**src/lir_ram.sv**
```systemverilog
`timescale 1ns / 1ps

module lir_ram #(
  parameter int WIDTH = 32,
  parameter int DEPTH = 8
) (
  input  logic                                   clk,
  input  logic                                   we,
  input  logic [(DEPTH > 1 ? $clog2(DEPTH) : 1)-1:0] waddr,
  input  logic [WIDTH-1:0]                       wdata,
  input  logic                                   re,
  input  logic [(DEPTH > 1 ? $clog2(DEPTH) : 1)-1:0] raddr,
  output logic [WIDTH-1:0]                       rdata
);

  logic [WIDTH-1:0] mem [DEPTH];

  // Read-first: a read and a write of the same entry in one cycle return the old data.
  always_ff @(posedge clk) begin
    if (re) begin
      rdata <= mem[raddr];
    end
    if (we) begin
      mem[waddr] <= wdata;
    end
  end

endmodule

```
**config.mk**
```make
export PLATFORM = sky130hd
export DESIGN_NAME = lir_ram
export DESIGN_NICKNAME = d
export VERILOG_FILES = /design/src/lir_ram.sv
export SDC_FILE = /design/constraint.sdc
export NUM_CORES = 1
export LEC_CHECK = 0
export ABC_AREA = 1
export BUFFER_PORTS_ARGS = -buffer_cell sky130_fd_sc_hd__buf_4
export CAP_MARGIN = 20
export CORE_MARGIN = 3
export CORE_UTILIZATION = 40
export CTS_CLUSTER_SIZE = 10
export DETAILED_ROUTE_END_ITERATION = 8
export PLACE_DENSITY_LB_ADDON = 0.08
export SYNTH_ARGS = -nofsm -noshare
export SYNTH_HDL_FRONTEND = slang
export SYNTH_SLANG_ARGS = --single-unit
```
**constraint.sdc**
```tcl
create_clock -name clk -period 3.2 [get_ports clk]
set_input_delay 0.64 -clock clk [delete_from_list [all_inputs] [get_ports clk]]
set_output_delay 0.64 -clock clk [all_outputs]
set_load 0.02 [all_outputs]
```
### Word-level counts from Yosys, hierarchy flattened

Memory sizes are Yosys's and may differ from the RTL's. A register that Yosys moved wholly into a read port is not among the register bits.
Index checks and enable logic that the tools add are counted.

* muxes and demuxes: 2

Operator list (count)
* $mux W1: 2

* bits in writable memories: 256
* memories: 1
* flip-flop bits (word level): 0
* word-level logic and storage cells: 3

Memories
* mem: depth 8, width 32, read ports 1, clocked after Yosys merged registers in 1, wr ports 1, RTL line 16 `logic [WIDTH-1:0] mem [DEPTH];`

### Longest topological paths before layout

* word-level depth: 2
* gate-level depth with buffers: 8
* mapped depth without buffers: 6

### Worst setup path after synthesis

OpenSTA, ideal clock, no wires.

* path type: input to register
* start point: input waddr[0] (netlist bit)
* end point: memory mem[0][0], enable pin
* setup slack: 643 ps
* cell stages on the path: 3
* path buffers: 0
* library setup time: 421 ps
* data arrival time: 2136 ps
* cells stage by stage: inv_1 -> nand2_1 -> nor2_1

RTL lines
* start, declared: RTL line 9 `input logic [(DEPTH > 1 ? $clog2(DEPTH) : 1)-1:0] waddr,`
* end, declared: RTL line 16

Straight into the memory's write port.

### Worst setup path after layout

* start point: register rdata[31] (read register of mem)
* end point: output rdata[31]

RTL lines
* start, declared: RTL line 13 `output logic [WIDTH-1:0] rdata`

No word-level cell between the ends.

==> results.sh <==
export IMPL_cts_tree="built"
export IMPL_p_leak_nw=6.37
export IMPL_r2r_end="rdata[9]"
export IMPL_synthTopCellsByCount="nand2_1, edfxtp_1, inv_1"
export IMPL_worst_slew_pin_slew_ns=0.649
export IMPL_area_delta_synth_final_pct=16.0
export IMPL_max_stage_delay_ns=0.43
export IMPL_whs_endpoint="mem[7][20]"
export IMPL_drtAntennaViolNets=0
export IMPL_ys_async_sr_fraction_pct=0
export IMPL_ys_seq_area_share_pct=70.9
export IMPL_crit_family="flip-flops"
export IMPL_synth_edff_count=288
export IMPL_routedWlPerCell_um=16.6
export IMPL_synth_top_area_cell="edfxtp_1"
export IMPL_hold_viol=0
export IMPL_hp_class="input pin to register"
export IMPL_fin_crit_sh_pct=54.6
export IMPL_path_cells="buf_4"
export IMPL_synth_cell_type_count=11
export IMPL_gr_total_overflow=0
export IMPL_worst_path_buf_inv=1
export IMPL_nets=1276
export IMPL_dieWidth_um=181
export IMPL_r2r_setup_slack_ns=2.14
export IMPL_synth_top_area_share_pct=70.9
export IMPL_place_hpwl_mm=14.8
export IMPL_placed_cells=1588
export IMPL_cts_setup_buffers=0
export IMPL_post_route_util_pct=47.3
export IMPL_p_per_area_nw_per_um2=592
export IMPL_setup_violations=0
export IMPL_synth_seq_cells=288
export IMPL_die_area_um2=32600
export IMPL_placed_area_um2=13200
export IMPL_rows=63
export IMPL_worstHoldStart="wdata[20]"
export IMPL_synth_most_common_cell="nand2_1"
export IMPL_syn_num_nets=1197
export IMPL_start_util_pct=40.8
export IMPL_finalWeightedCongestion=0.701
export IMPL_crit_arrival_ns=1.11
export IMPL_clock_fmax_mhz=573
export IMPL_reg2reg_depth=6
export IMPL_p_sw_mw=1.83
export IMPL_pwr_share_comb_pct=7.1
export IMPL_core_um2=29900
export IMPL_clockBufferDepth=3
export IMPL_postSynthCellCount=1156
export IMPL_fin_setup_tns_ns=0
export IMPL_slew_headroom_pct=56.7
export IMPL_antenna_found_initial=1
export IMPL_drc_errors=0
export IMPL_fin_crit_ns=1.75
export IMPL_cp_end_kind="primary output"
export IMPL_criticalPathCategory="register to primary output"
export IMPL_track_usage_pct=16.9
export IMPL_grt_max_degree=129
export IMPL_cts_resized_gates=0
export IMPL_min_path_cells=1
export IMPL_die_h_um=181
export IMPL_finalMaxSlewViolations=0
export IMPL_status="completed"
export IMPL_grt_setup_unrepaired="false"
export IMPL_num_io_pins=73
export IMPL_hold_buffers=0
export IMPL_viasPerCell=4.59
export IMPL_swShare_pct=21.8
export IMPL_p_int_mw=6.55
export IMPL_ys_top_cells_by_area="edfxtp_1, nand2_1, inv_1, nand3_1, buf_6"
export IMPL_numClockSinks=288
export IMPL_fillers=2794
export IMPL_synth_avg_cell_area_um2=10.5
export IMPL_grt_pass1_wl_mm=43.0
export IMPL_seqPwrFrac_pct=51.9
export IMPL_diodes=0
export IMPL_drt_total_wl_mm=27.1
export IMPL_power_frac_clock_pct=41.0
export IMPL_io_buffers=72
export IMPL_first_pass_iters=7
export IMPL_drv_cap=0
export IMPL_synth_area_um2=12200
export IMPL_insertion_delay_ns=0.50
export IMPL_crit_fanout=1
export IMPL_cts_buffers=35
export IMPL_ir_drop_v=0.000372
export IMPL_grt_pass1_vias=7478
export IMPL_worstPathRequired_ns=2.56
export IMPL_final_cell_area_um2=14100
export IMPL_root_buffer="clkbuf_16"
export IMPL_rr_startpoint="mem[5][9]"
export IMPL_slowest_stage="edfxtp_1"
export IMPL_first_iter_violations=436
export IMPL_synthFlopType="edfxtp_1"
export IMPL_start_kind="register"
export IMPL_yosysWarnings=0
export IMPL_fin_cells=1633
export IMPL_num_vias=7502
export IMPL_htree_levels=2
export IMPL_path_clk_slew_ns=0.06
export IMPL_fin_worst_skew_ns=0.0168
export IMPL_drive_gt1_share_pct=11.1
==> through the flow <==
stage               setup slack [ns]  total power, mW  hold slack [ns]
finish                          1.45             8.38            0.378
global placement               0.975             5.03            0.690
global route                    1.43             8.72            0.374
floorplan                      0.643             4.77            0.662
detailed placement             0.963             5.03            0.693
CTS                             1.43             8.51            0.365
==> layout make-up <==
| cell class | instances | area, um^2 | share of cell area (%) |
|---|---|---|---|
| clock buffer | 42 | 945 | 6.68 |
| clock inverter | 3 | 12.5 | 0.0885 |
| inverter | 262 | 985 | 6.96 |
| multi-input combinational | 558 | 2310 | 16.4 |
| sequential | 288 | 8650 | 61.1 |
| tap | 390 | 488 | 3.45 |
| timing repair buffer | 90 | 751 | 5.31 |
==> cells by family after synthesis <==
group / share of synthesized area [%]
flops: 70.9
simple gates: 18.5
buf+inv: 10.6
==> worst max-delay path by stage <==
| stage | startpoint | cells past startpoint | slack (ns) | end |
|---|---|---|---|---|
| global placement | we | 4 | 0.97 | mem[5][19] |
| CTS | rdata[31] | 1 | 1.43 | rdata[31] |
| finish | rdata[31] | 1 | 1.45 | rdata[31] |
| detailed placement | we | 4 | 0.96 | mem[5][26] |
| floorplan | waddr[0] | 3 | 0.64 | mem[0][0] |
| global route | rdata[31] | 1 | 1.43 | rdata[31] |
==> layout by cell type (no fill, tap or decap) <==
master / instances
inv_1: 260
nand3_1: 128
clkinv_2: 2
clkbuf_16: 37
clkbuf_1: 5
nor2_4: 8
inv_2: 1
buf_12: 6
clkinv_1: 2
buf_4: 84
edfxtp_1: 288
nand2_1: 422
==> state kept, by name, summed over array words and instances, names as in the netlist <==
signal	cells
mem	256
rdata	32
==> power groups by stage <==
stage               registers [mW]  logic, mW  clock network, mW
detailed placement            4.42      0.612                  0
global route                  4.36      0.678               3.69
CTS                           4.35      0.614               3.55
finish                        4.35      0.596               3.44
global placement              4.42      0.610                  0
floorplan                     4.46      0.304                  0
==> metal layers <==
metal	wire length (um)	share of wire, %	track usage, %	vias up
li1	-	-	-	3764
met1	12700	47	23.9	3542
met2	12700	47	27.5	156
met3	1210	4.5	2.91	38
met4	414	1.5	3.84	2
met5	20	0.074	0	-
(Power assumes the default switching activity.)
