[src/lir_pkg.sv]
`timescale 1ns / 1ps

package lir_pkg;

  // Configuration register indexes
  localparam logic [1:0] REG_STEP_RATIO    = 2'd0;
  localparam logic [1:0] REG_CHANNEL_COUNT = 2'd1;

  typedef struct packed {
    logic signed [31:0] sample;
    logic               start_of_stream;
  } in_word_t;

  typedef struct packed {
    logic signed [31:0] out_sample;
    logic [2:0]         out_channel;
  } out_word_t;

  // Issue of one word from the control stage to the interpolation pipeline
  typedef struct packed {
    logic fire;        // word produces an output
    logic bypass;      // frame 0: output is the sample itself
    logic prev_valid;  // stored previous sample was ever written
  } lir_issue_t;

endpackage

[src/lir_ctrl.sv]
`timescale 1ns / 1ps

module lir_ctrl
  import lir_pkg::*;
#(
  parameter int CHANNEL_SLOTS = 8,
  parameter int FRACTION_BITS = 24,
  localparam int CH_W  = (CHANNEL_SLOTS > 1) ? $clog2(CHANNEL_SLOTS) : 1,
  localparam int CW    = $clog2(CHANNEL_SLOTS + 1),
  localparam int INT_W = 32 - FRACTION_BITS
) (
  input  logic                     clk,
  input  logic                     rst,
  input  logic                     in_valid,
  input  in_word_t                 in_data,
  input  logic                     ready,
  input  logic [31:0]              step_ratio,
  input  logic [3:0]               channel_count,
  output logic                     accept,
  output lir_issue_t               issue,
  output logic [FRACTION_BITS-1:0] issue_frac,
  output logic [CH_W-1:0]          issue_chan,
  output logic [31:0]              issue_sample
);

  localparam logic [32:0] ONE = 33'(1) << FRACTION_BITS;

  logic [FRACTION_BITS-1:0] phase_fraction, phase_fraction_next;
  logic [INT_W-1:0]         frames_to_wait, frames_to_wait_next;
  logic [CH_W-1:0]          channel_position, channel_position_next;
  logic                     have_previous, have_previous_next;
  logic [CHANNEL_SLOTS-1:0] prev_valid;

  logic [FRACTION_BITS-1:0] phase_c;
  logic [INT_W-1:0]         wait_c;
  logic [CH_W-1:0]          pos_c;
  logic                     hp_c;
  logic [CW-1:0]            cc;
  logic [CH_W-1:0]          ch;
  logic                     last;
  logic                     due;
  logic [32:0]              step_eff;
  logic [32:0]              pos_sum;
  logic [INT_W:0]           pos_int;

  assign accept = in_valid && ready;

  always_comb begin
    if (channel_count == 4'd0) begin
      cc = CW'(1);
    end else if (5'(channel_count) > 5'(CHANNEL_SLOTS)) begin
      cc = CW'(CHANNEL_SLOTS);
    end else begin
      cc = CW'(channel_count);
    end

    step_eff = (33'(step_ratio) < ONE) ? ONE : 33'(step_ratio);

    // start of stream clears the phase before the word is handled
    if (in_data.start_of_stream) begin
      phase_c = '0;
      wait_c  = '0;
      pos_c   = '0;
      hp_c    = 1'b0;
    end else begin
      phase_c = phase_fraction;
      wait_c  = frames_to_wait;
      pos_c   = channel_position;
      hp_c    = have_previous;
    end

    // drop a partial frame when the count was lowered under the position
    ch   = (CW'(pos_c) >= cc) ? '0 : pos_c;
    last = (CW'(ch) + CW'(1)) == cc;
    due  = !hp_c || (wait_c == '0);

    pos_sum = 33'(phase_c) + step_eff;
    pos_int = pos_sum[32:FRACTION_BITS];

    phase_fraction_next   = phase_c;
    frames_to_wait_next   = wait_c;
    have_previous_next    = hp_c;
    channel_position_next = last ? '0 : ch + CH_W'(1);
    if (last) begin
      if (!hp_c) begin
        have_previous_next  = 1'b1;
        phase_fraction_next = step_eff[FRACTION_BITS-1:0];
        frames_to_wait_next = step_eff[31:FRACTION_BITS];
      end else if (due) begin
        phase_fraction_next = pos_sum[FRACTION_BITS-1:0];
        frames_to_wait_next = INT_W'(pos_int - (INT_W + 1)'(1));
      end else begin
        frames_to_wait_next = wait_c - INT_W'(1);
      end
    end

    issue.fire       = accept && due;
    issue.bypass     = accept && !hp_c;
    issue.prev_valid = prev_valid[ch];
    issue_frac       = phase_c;
    issue_chan       = ch;
    issue_sample     = in_data.sample;
  end

  always_ff @(posedge clk) begin
    if (rst) begin
      phase_fraction   <= '0;
      frames_to_wait   <= '0;
      channel_position <= '0;
      have_previous    <= 1'b0;
      prev_valid       <= '0;
    end else if (accept) begin
      phase_fraction   <= phase_fraction_next;
      frames_to_wait   <= frames_to_wait_next;
      channel_position <= channel_position_next;
      have_previous    <= have_previous_next;
      prev_valid[ch]   <= 1'b1;
    end
  end

endmodule

[config.mk]
export PLATFORM = sky130hd
export DESIGN_NAME = lir_ctrl
export DESIGN_NICKNAME = d
export VERILOG_FILES = /design/src/lir_pkg.sv /design/src/lir_ctrl.sv
export SDC_FILE = /design/constraint.sdc
export NUM_CORES = 1
export LEC_CHECK = 0
export BUFFER_PORTS_ARGS = -buffer_cell sky130_fd_sc_hd__buf_2
export CORE_MARGIN = 1
export CORE_UTILIZATION = 45
export CTS_BUF_LIST = sky130_fd_sc_hd__clkbuf_8
export DETAILED_ROUTE_END_ITERATION = 8
export GPL_TIMING_DRIVEN = 0
export PLACE_DENSITY = 0.74
export SYNTH_ARGS = -nofsm -noshare
export SYNTH_HDL_FRONTEND = slang
export SYNTH_SLANG_ARGS = --single-unit
[constraint.sdc]
create_clock -name clk -period 3.9 [get_ports clk]
set_input_delay 0.39 -clock clk [delete_from_list [all_inputs] [get_ports clk]]
set_output_delay 0.39 -clock clk [all_outputs]
set_load 0.05 [all_outputs]
* Yosys cells after proc, flatten, opt, wreduce, memory -nomap -nowiden
Index checks and enable logic that the tools add are counted.
** Storage, ports and cells
- Register bits after elaboration :: 44
- Input bits :: 73
- Logic and storage cells :: 45
** Operators by class
- Order comparisons :: 5
- Equality and inequality tests :: 1
- Bitwise gates (word level) :: 1
- Mux-type cells :: 20
- Add/sub/neg operators :: 5
- Reductions and logical operators :: 8
** Operator list (number)
- 24-bit two-way mux :: 4
- 24-bit by 32-bit adder with 32-bit output :: 1
- 32-bit by 25-bit < comparator with 1-bit output (second input constant) :: 1
- 32-bit two-way mux :: 1
- 8-bit two-way mux :: 4
- 8-bit by 1-bit subtractor with 8-bit output (second input constant) :: 2
- 3-bit two-way mux :: 3
- 8-bit zero test :: 1
- 4-bit two-way mux :: 2
- 8-bit OR :: 1
- 3-bit by 1-bit adder with 4-bit output (second input constant) :: 1
- 4-bit equality test :: 1
- 3-bit by 4-bit greater-or-equal comparator with 1-bit output :: 1
- 4-bit greater-than comparator (second input constant) :: 1
- 1-bit logical AND :: 4
- 4-bit zero test :: 1
- 3-bit by 4-bit < comparator with 1-bit output (second input constant) :: 1
- 1-bit two-way mux :: 4
- 3-bit by 1-bit adder with 3-bit output (second input constant) :: 1
- 1-bit binary-select mux with 3-bit select :: 1
- 1-bit demux with 3-bit select :: 1
- 3-bit by 1-bit greater-or-equal comparator with 1-bit output (second input constant) :: 1
- 1-bit zero test :: 1
- 1-bit logical OR :: 1

* Logic depth before layout (Yosys ltp)
Gate-level depths: netlist (run 1).
- Depth after elaboration :: 10
- Gate-level depth with buffers :: 20
- Mapped depth without buffers :: 18

* Worst setup path after synthesis (run 1)
No wires, ideal clock.
- Path type :: input-to-reg
- Start :: input in_data[0] in the netlist's numbering
- End :: register frames_to_wait[6]
- Path buffers :: 2
- Cell stages on the path :: 18
- Slack :: -585 ps
- Arrival time :: 4410 ps
- Data required time :: 3826 ps
- Path through :: clkbuf_1 clkbuf_1 nor2b_1 ha_1 a21oi_1 nand4b_1 a2111oi_4 o2111ai_2 a211o_1 a21oi_1 xor2_1 a22oi_1 ha_1 nand2_1 nor3_1 nand3_1 xnor2_1 o21ai_0
** Between the ends
- Word-level cells in the longest chain between the ends :: 6
- Elaborated cells between the ends (all ways) :: 17
** Ends and longest elaborated chain
- start, declared :: line lir_ctrl.sv:15 : input in_word_t in_data,
- 24-bit two-way mux :: line lir_ctrl.sv:60 : if (in_data.start_of_stream) begin
- via issue_frac[1] :: line lir_ctrl.sv:21 : output logic [FRACTION_BITS-1:0] issue_frac,
- 24-bit by 32-bit adder with 32-bit output :: line lir_ctrl.sv:77 : pos_sum = 33'(phase_c) + step_eff;
- 8-bit by 1-bit subtractor with 8-bit output :: line lir_ctrl.sv:91 : frames_to_wait_next = INT_W'(pos_int - (INT_W + 1)'(1));
- 8-bit two-way mux :: line lir_ctrl.sv:89 : end else if (due) begin
- 8-bit two-way mux :: line lir_ctrl.sv:85 : if (!hp_c) begin
- 8-bit two-way mux :: line lir_ctrl.sv:84 : if (last) begin
- end signal, assigned :: line lir_ctrl.sv:114 : frames_to_wait <= frames_to_wait_next;
- end, declared :: line lir_ctrl.sv:29 : logic [INT_W-1:0] frames_to_wait, frames_to_wait_next;
The timed path passes the listed nets, and every way through them passes these cells.
A chain may end at the register's enable or synchronous reset.

* Worst setup path in the final report (run 1)
- Start :: input step_ratio[29]
- End :: register frames_to_wait[2]
** Between the ends
- Word-level cells in the longest chain between the ends :: 7
** Ends and longest elaborated chain
- start, declared :: line lir_ctrl.sv:17 : input logic [31:0] step_ratio,
- 32-bit by 25-bit < comparator with 1-bit output * :: line lir_ctrl.sv:57 : step_eff = (33'(step_ratio) < ONE) ? ONE : 33'(step_ratio);
- 32-bit two-way mux * :: line lir_ctrl.sv:57
- 24-bit by 32-bit adder with 32-bit output :: line lir_ctrl.sv:77
- 8-bit by 1-bit subtractor with 8-bit output :: line lir_ctrl.sv:91
- 8-bit two-way mux :: line lir_ctrl.sv:89
- 8-bit two-way mux * :: line lir_ctrl.sv:85
- 8-bit two-way mux * :: line lir_ctrl.sv:84
Mark *: on every way between the ends. The rest lies on a longest branch, timed or not.

==> summary.txt, run 1 <==
Synthesis
  – Ys flop type: dfxtp_1
  – Synth top area share: 19.1%
  – Mapped Area: 4610 µm²
  – Area leader, netlist: dfxtp_1
  – Count of different cell masters after synthesis: 64
  – Top post-synthesis cells by count: 90 x nand2_1, 51 x a21oi_1, 50 x o21ai_0
  – Synth Register Bits: 44
  – Syn Nets: 744
  – Post-synth EDFFs: 0
  – Synth top area cells: dfxtp_1 19%, ha_1 7.9%, nand2_1 7.3%
  – Most common cell in the netlist: nand2_1
  – Post-synthesis average cell area: 7.19 µm²
  – Ys Warns: 0
  – Cells after synthesis: 641
  – Sequential fraction of the synthesis area: 19.1%
  – Async S/R FF share, synth: 0%

Worst setup path
  – R2R Path Start: channel_position[0]$_SDFFE_PP0P_
  – Reg2reg setup slack: 0.17 ns
  – Worst Reg-to-Reg Cells: 16
  – Slowest-stage cell, CP: fa_2
  – WP data required: 4.12 ns
  – Critical Path, Cell by Cell: buf_8, nor4_4, nand2_2, and2_1, ha_2, fa_2, a211oi_2, o21a_2, a21oi_1, o21ba_4, or3_1, a31o_2, ha_2, buf_4, xor2_1, o21ai_0, a22o_1
  – Largest stage delay, worst path: 0.40 ns
  – Buf/Inv on CP: 2
  – Critical path class: input pin to register
  – Startpoint Class: input pin
  – Arrival time worst endpoint: 4.16 ns
  – R2R Path End: phase_fraction[10]$_SDFFE_PP0P_
  – Top Family by Delay on Critical Path: compound AO/OA/AOI/OAI gates
  – Element type at the critical path end: register
  – CP dominant cell by count: ha_2
  – Crit Path Max Fanout: 7

Cells and area
  – Share of layout cells above drive strength 1: 33.8%
  – # diodes: 0
  – Area Overhead vs Synth: 30.9%
  – Post-Layout Inst Area: 6030 µm²
  – Multi-input gate area: 3700 µm²
  – Sequential Area: 881 µm²
  – Fin nets: 868
  – Filler Cells Inserted: 892

Power and ir drop
  – Clock power frac: 30.4%
  – Max VDD drop: 0.000145 V
  – LEAKAGE: 2.56 nW
  – Internal: 803 µW
  – Gate power share: 32.9%
  – Part of the power in registers: 36.8%
  – Sw power: 448 µW
  – Switching Share: 35.8%
  – Pwr dens: 207 nW/µm²

STA
  – Slew HR: 32.6%
  – TNS Setup: -0.0805 ns
  – Final Hold Viols: 0
  – Final worst slack: -0.0408 ns
  – Final Cycle Share: 101%
  – Fin crit period: 3.94 ns
  – Actual transition at the worst max-transition pin: 1.01 ns
  – Clock skew: 0.00667 ns
  – RSZ-0062 raised after global routing: yes
  – Hold_ws: 0.321 ns
  – Fmax: 0.254 GHz
  – Slew Viols, Final: 0
  – Final setup vio count: 2

Outcome
  – Status: complete, but fails checks
  – Failing checks: setup timing

Place
  – Placer Congestion: 0.959
  – Dpl cell area: 5380 µm²
  – Port bufs: 99
  – Post-DP HPWL: 11400 µm

Clocking
  – CTS Buffer Depth: 2
  – Clk slew on worst S/H paths: 0.10 ns
  – Clock Sinks: 44
  – Root Buffer: clkbuf_8
  – H-Tree Depth: 2
  – CTS tree: built
  – TritonCTS buffer count: 5
  – Hold_buf cts: 0
  – Clk_lat worst skew: 0.32 ns

Run
  – Max cap viols: 0

Detailed routing
  – Detailed Routing Iterations Pass 1: 5
  – Post-route ant nets: 0
  – Initial drt markers: 278
  – Routed wire length: 15400 µm
  – Wire per inst: 17.2 µm
  – Via-per-instance ratio: 5.84
  – Via count: 5246
  – Drc violations: 0

Floorplan
  – Die footprint: 10600 µm²
  – Die Ht: 103 µm
  – DIE WIDTH: 103 µm
  – Starting density of the core: 46.7%
  – IO Count: 136
  – Core area: 9860 µm²
  – Row cnt: 36

Global route
  – GRT Resource Usage Total: 28.9%
  – Largest net degree at the start of global routing: 16
  – Initial antenna violation count: 0
  – Number of global-route vias before repair: 4998
  – First-pass GRT wire length: 23500 µm
  – Gr ovfl total: 0

Worst hold path
  – Endpoint, Worst Hold: frames_to_wait[7]$_SDFFE_PP0P_
  – Worst hold path type: input pin to register
  – Hold Path Depth: 3
  – Hold wc startpoint: step_ratio[31]
==> placed cells by master (no fill, tap or decap), types with 4 or more instances in the layout <==
cell type   n
nor2_1     39
xnor2_1    19
nand2b_1    4
nand2_1    86
clkbuf_8    9
o211ai_1   17
mux2i_1    10
nand4_1     5
a21oi_2     7
or3_1       5
and2_1     25
and3_1      4
a22oi_1     7
dfxtp_1    44
ha_2        6
o21ai_0    47
nor3_1     11
ha_1       13
nor2b_1     9
nor2b_2    14
o21ai_1    16
clkbuf_1   15
nand3_1     9
a21oi_1    44
buf_4      50
o21bai_1    6
clkbuf_4    5
a21o_1     16
buf_2      99
nand2_2     4
ha_4       10
inv_1      11
nor2b_4     6
xor2_1     12
a31oi_1     6
==> timing repair <==
item,4_1_cts,5_1_grt
setup buffers,11,7
setup endpoints to repair,29,29
cloned,1,0
gates resized for setup,57,32
pin swaps,23,13
==> layout make-up <==
class                           count  share of cell area (%)
Clock buffer                        5                    1.14
Clock inverter                      3                   0.788
Sequential cell                    44                    14.6
Tap cell                          133                    2.76
Inverter                           14                   0.913
Buffer                             62                    7.41
Multi-Input combinational cell    520                    61.3
Timing Repair Buffer              118                    11.1
==> routing by layer <==
metal  vias up  track usage [%]  routed length [µm]
li1       2508                -                   -
met1      2449             32.6                6180
met2       251             51.7                7650
met3        38             5.08                1100
met4         0             15.3                 514
met5         -                0                   0
==> worst max path at each step <==
stage              startpoint  cells past startpoint                             end
2_1_floorplan  step_ratio[25]                     20  frames_to_wait[6]$_SDFFE_PP0P_
3_3_place_gp       in_data[0]                     18  frames_to_wait[4]$_SDFFE_PP0P_
3_5_place_dp   step_ratio[30]                     19  frames_to_wait[4]$_SDFFE_PP0P_
4_1_cts        step_ratio[27]                     19  frames_to_wait[4]$_SDFFE_PP0P_
5_1_grt        step_ratio[29]                     19  frames_to_wait[4]$_SDFFE_PP0P_
6_report       step_ratio[29]                     17  frames_to_wait[2]$_SDFFE_PP0P_
==> per-stage QoR <==
stage          power [mW]  cells  utilization, %  worst slack, ns
2_1_floorplan       0.741    641               -         -0.00586
3_3_place_gp        0.822    873            54.6           -0.798
3_5_place_dp        0.830    873            54.6           -0.876
4_1_cts              1.24    893            59.4        -0.000178
5_1_grt              1.31    899            61.1           -0.160
6_report             1.25    899            61.1          -0.0408
==> power groups by stage <==
stage / Sequential (mW) / Clock, mW / Combinational, mW
6_report: 0.460 / 0.380 / 0.411
5_1_grt: 0.461 / 0.408 / 0.440
4_1_cts: 0.459 / 0.386 / 0.390
3_5_place_dp: 0.470 / 0 / 0.360
3_3_place_gp: 0.470 / 0 / 0.353
2_1_floorplan: 0.469 / 0 / 0.273
==> worst min-delay path, cell delays in order <==
cell and delay [ns]:
buf_6 0.09, a22oi_1 0.06, o21ai_1 0.07
==> cells by family (layout without fill, tap and decap cells) <==
kind of cell	count (synthesis)	count (layout)	share of synthesized area, %
buf+inv	77	202	9.02
xor+xnor	32	32	6.09
simple gates	242	242	25.9
mux	12	12	2.64
flops	44	44	19.1
fa+ha+maj	30	30	8.31
compound gates	204	204	28.9
==> state kept, by name, summed over array words and instances (netlist names) <==
name	flops
prev_valid	8
have_previous	1
channel_position	3
frames_to_wait	8
phase_fraction	24
No activity file was read; power rests on OpenSTA's default activity.
==> run 2: changes to the inputs <==
--- a/config.mk
+++ b/config.mk
@@ -11,7 +11,9 @@
 export CTS_BUF_LIST = sky130_fd_sc_hd__clkbuf_8
 export DETAILED_ROUTE_END_ITERATION = 8
 export GPL_TIMING_DRIVEN = 0
-export PLACE_DENSITY = 0.74
+export PLACE_DENSITY = 0.71
+export RECOVER_POWER = 50
+export REMOVE_ABC_BUFFERS = 1
 export SYNTH_ARGS = -nofsm -noshare
 export SYNTH_HDL_FRONTEND = slang
 export SYNTH_SLANG_ARGS = --single-unit
==> constraint.sdc (replaced) <==
create_clock -name clk -period 4.8 [get_ports clk]
set_input_delay 0.48 -clock clk [delete_from_list [all_inputs] [get_ports clk]]
set_output_delay 0.48 -clock clk [all_outputs]
set_load 0.05 [all_outputs]
==> run 2 against run 1 <==
The run now ends clean. Critical path depth up 2. Design area down 17%. Wire length down 9.9%. Cell count down 12%. Combinational power down 49%. Clock skew up 0.0040 ns. Power down 34%. Largest cell class unchanged. Die area unchanged. Critical path type unchanged. Highest routed layer is now met5.
==> summary.txt, run 2 (synthesis gave the netlist of run 1 again) <==
Outcome
  – Status: finished clean

Cells and area
  – Largest regs: phase_fraction (24), frames_to_wait (8), prev_valid (8)
  – Commonest non-fill, non-tap cells in the layout: 90 x nand2_1, 50 x a21oi_1, 50 x o21ai_0, 49 x buf_2, 44 x dfxtp_1
  – Area Overhead vs Synth: 8.12%
  – Commonest non-fill, non-tap cell in the layout: nand2_1
  – Core Util, Final: 50.5%
  – # diodes: 0
  – Share of layout cells above drive strength 1: 13.8%
  – Top reg by flops: phase_fraction
  – Fin nets: 763
  – Max FFs per register: 24

Worst setup path
  – WP data required: 5.04 ns
  – Reg2reg setup slack: 0.60 ns
  – Slowest-stage cell, CP: a2111oi_4
  – Crit path depth: 19
  – Critical path class: input pin to register
  – Worst Reg-to-Reg Cells: 18
  – Top Family by Delay on Critical Path: compound AO/OA/AOI/OAI gates
  – R2R Path Start: channel_position[0]$_SDFFE_PP0P_
  – Arrival time worst endpoint: 4.73 ns
  – Critical Path, Cell by Cell: buf_2, nor4_4, nand2_4, and2_1, ha_1, a21oi_1, nand4b_1, a2111oi_4, o2111ai_2, a211o_1, a21oi_1, xor2_1, a22oi_2, ha_1, nand2_1, nor3_1, nand3_1, xnor2_1, o21ai_0
  – Worst setup path startpoint: step_ratio[30]
  – CP endpoint: frames_to_wait[6]$_SDFFE_PP0P_
  – Startpoint Class: input pin
  – Crit Path Max Fanout: 12
  – R2R Path End: frames_to_wait[5]$_SDFFE_PP0P_
  – Largest stage delay, worst path: 0.48 ns
  – Element type at the critical path end: register
  – Buf/Inv on CP: 1

Detailed routing
  – Initial drt markers: 232
  – Post-route ant nets: 0
  – Drc violations: 0
  – Routed wire length: 13900 µm
  – Detailed Routing Iterations Pass 1: 5
  – Via count: 4733
  – Wire per inst: 17.5 µm
  – Via-per-instance ratio: 5.97

Worst hold path
  – Hold wc startpoint: phase_fraction[5]$_SDFFE_PP0P_
  – Worst hold path type: register to register

Global route
  – First-pass GRT wire length: 22000 µm
  – GRT Resource Usage Total: 26.9%
  – Number of global-route vias before repair: 4427
  – Largest net degree at the start of global routing: 32
  – Initial antenna violation count: 0
  – Gr ovfl total: 0

Place
  – Post-Place Setup Slack: -0.610 ns
  – Port bufs: 71
  – Post-DP HPWL: 10500 µm
  – Placer Congestion: 0.937

STA
  – TNS Setup: 0 ns
  – Slew HR: 47.7%
  – Slew Viols, Final: 0
  – Final worst slack: 0.307 ns
  – Fin crit period: 4.49 ns
  – RSZ-0062 raised after global routing: no
  – Final Hold Viols: 0
  – Clock skew: 0.0107 ns
  – Hold_ws: 0.459 ns
  – Actual transition at the worst max-transition pin: 0.778 ns
  – Fmax: 0.223 GHz
  – Final setup vio count: 0
  – Final Cycle Share: 93.6%

Floorplan
  – Die footprint: 10600 µm²
  – Row cnt: 36
  – Starting density of the core: 46.7%
  – DIE WIDTH: 103 µm
  – Core area: 9860 µm²
  – Die Ht: 103 µm
  – IO Count: 136

Power and ir drop
  – Total power: 827 µW
  – Pwr dens: 166 nW/µm²
  – Max VDD drop: 0.0000891 V
  – LEAKAGE: 2.04 nW

Clocking
  – CTS Buffer Depth: 2
  – H-Tree Depth: 2
  – CTS tree: built
  – Clock Sinks: 44
  – Root Buffer: clkbuf_8
  – Clk_lat worst skew: 0.31 ns
  – Clk slew on worst S/H paths: 0.09 ns
  – TritonCTS buffer count: 5

Run
  – Max cap viols: 0
[run 2: cell count changes in the layout (fill, tap and decap cells not counted), moves of 5 or more]
cell	change
a21oi_1	+6
a21oi_2	-6
buf_2	-50
buf_4	-50
clkbuf_1	+6
ha_1	+16
ha_2	-6
ha_4	-10
nor2b_1	+17
nor2b_2	-12
nor2b_4	-5
[run 2: cell type report]
| cell class | instances | area, µm² |
|---|---|---|
| clock inverters | 2 | 12.5 |
| inverters | 14 | 52.6 |
| repair buffers | 74 | 414 |
| fillers | 1003 | 4880 |
| clock buffers | 5 | 68.8 |
| flip-flops and latches | 44 | 881 |
| multi-input cells | 521 | 3380 |
| well taps | 133 | 166 |
[run 2: worst min-delay path by stage]
stage	endpoint	slack [ns]	depth (start not counted)
finish	phase_fraction[5]$_SDFFE_PP0P_	0.46	2
global placement	phase_fraction[10]$_SDFFE_PP0P_	0.43	2
global route	phase_fraction[10]$_SDFFE_PP0P_	0.49	2
detailed placement	phase_fraction[19]$_SDFFE_PP0P_	0.45	2
floorplan	phase_fraction[10]$_SDFFE_PP0P_	0.42	2
CTS	frames_to_wait[7]$_SDFFE_PP0P_	0.46	3
[run 2: where the power goes]
group          switching [mW]  total [mW]  internal, mW
combinational           0.133       0.211        0.0784
clock                   0.144       0.243        0.0990
sequential            0.00343       0.373         0.370
[run 2: through the flow]
step | cells | area, µm²
after global routing | 793 | 4980
after CTS | 793 | 4970
final | 793 | 4980
after detailed placement | 785 | 4870
after global placement | 782 | 4760
after floorplan | 578 | 4240
[run 2: tightest hold or removal path, cell delays in order (launching register included)]
cell and delay [ns]:
dfxtp_1 0.33, nand2_1 0.05, o21ai_1 0.05
[run 2: metal layers]
layer	wire [µm]	part of all wire [%]	global-route usage, %	vias to the layer above
li1	-	-	-	2287
met1	6510	47	35.7	2243
met2	6010	43	41.3	190
met3	1230	8.8	9.90	11
met4	131	0.94	5.96	2
met5	32	0.23	2.40	-
[run 2: timing repair]
action	4_1_cts	5_1_grt
setup buffers	0	0
endpoints found under the setup margin	6	17
gates cloned	1	0
hold buffers	0	0
pin swaps	1	0
resized for setup	4	7
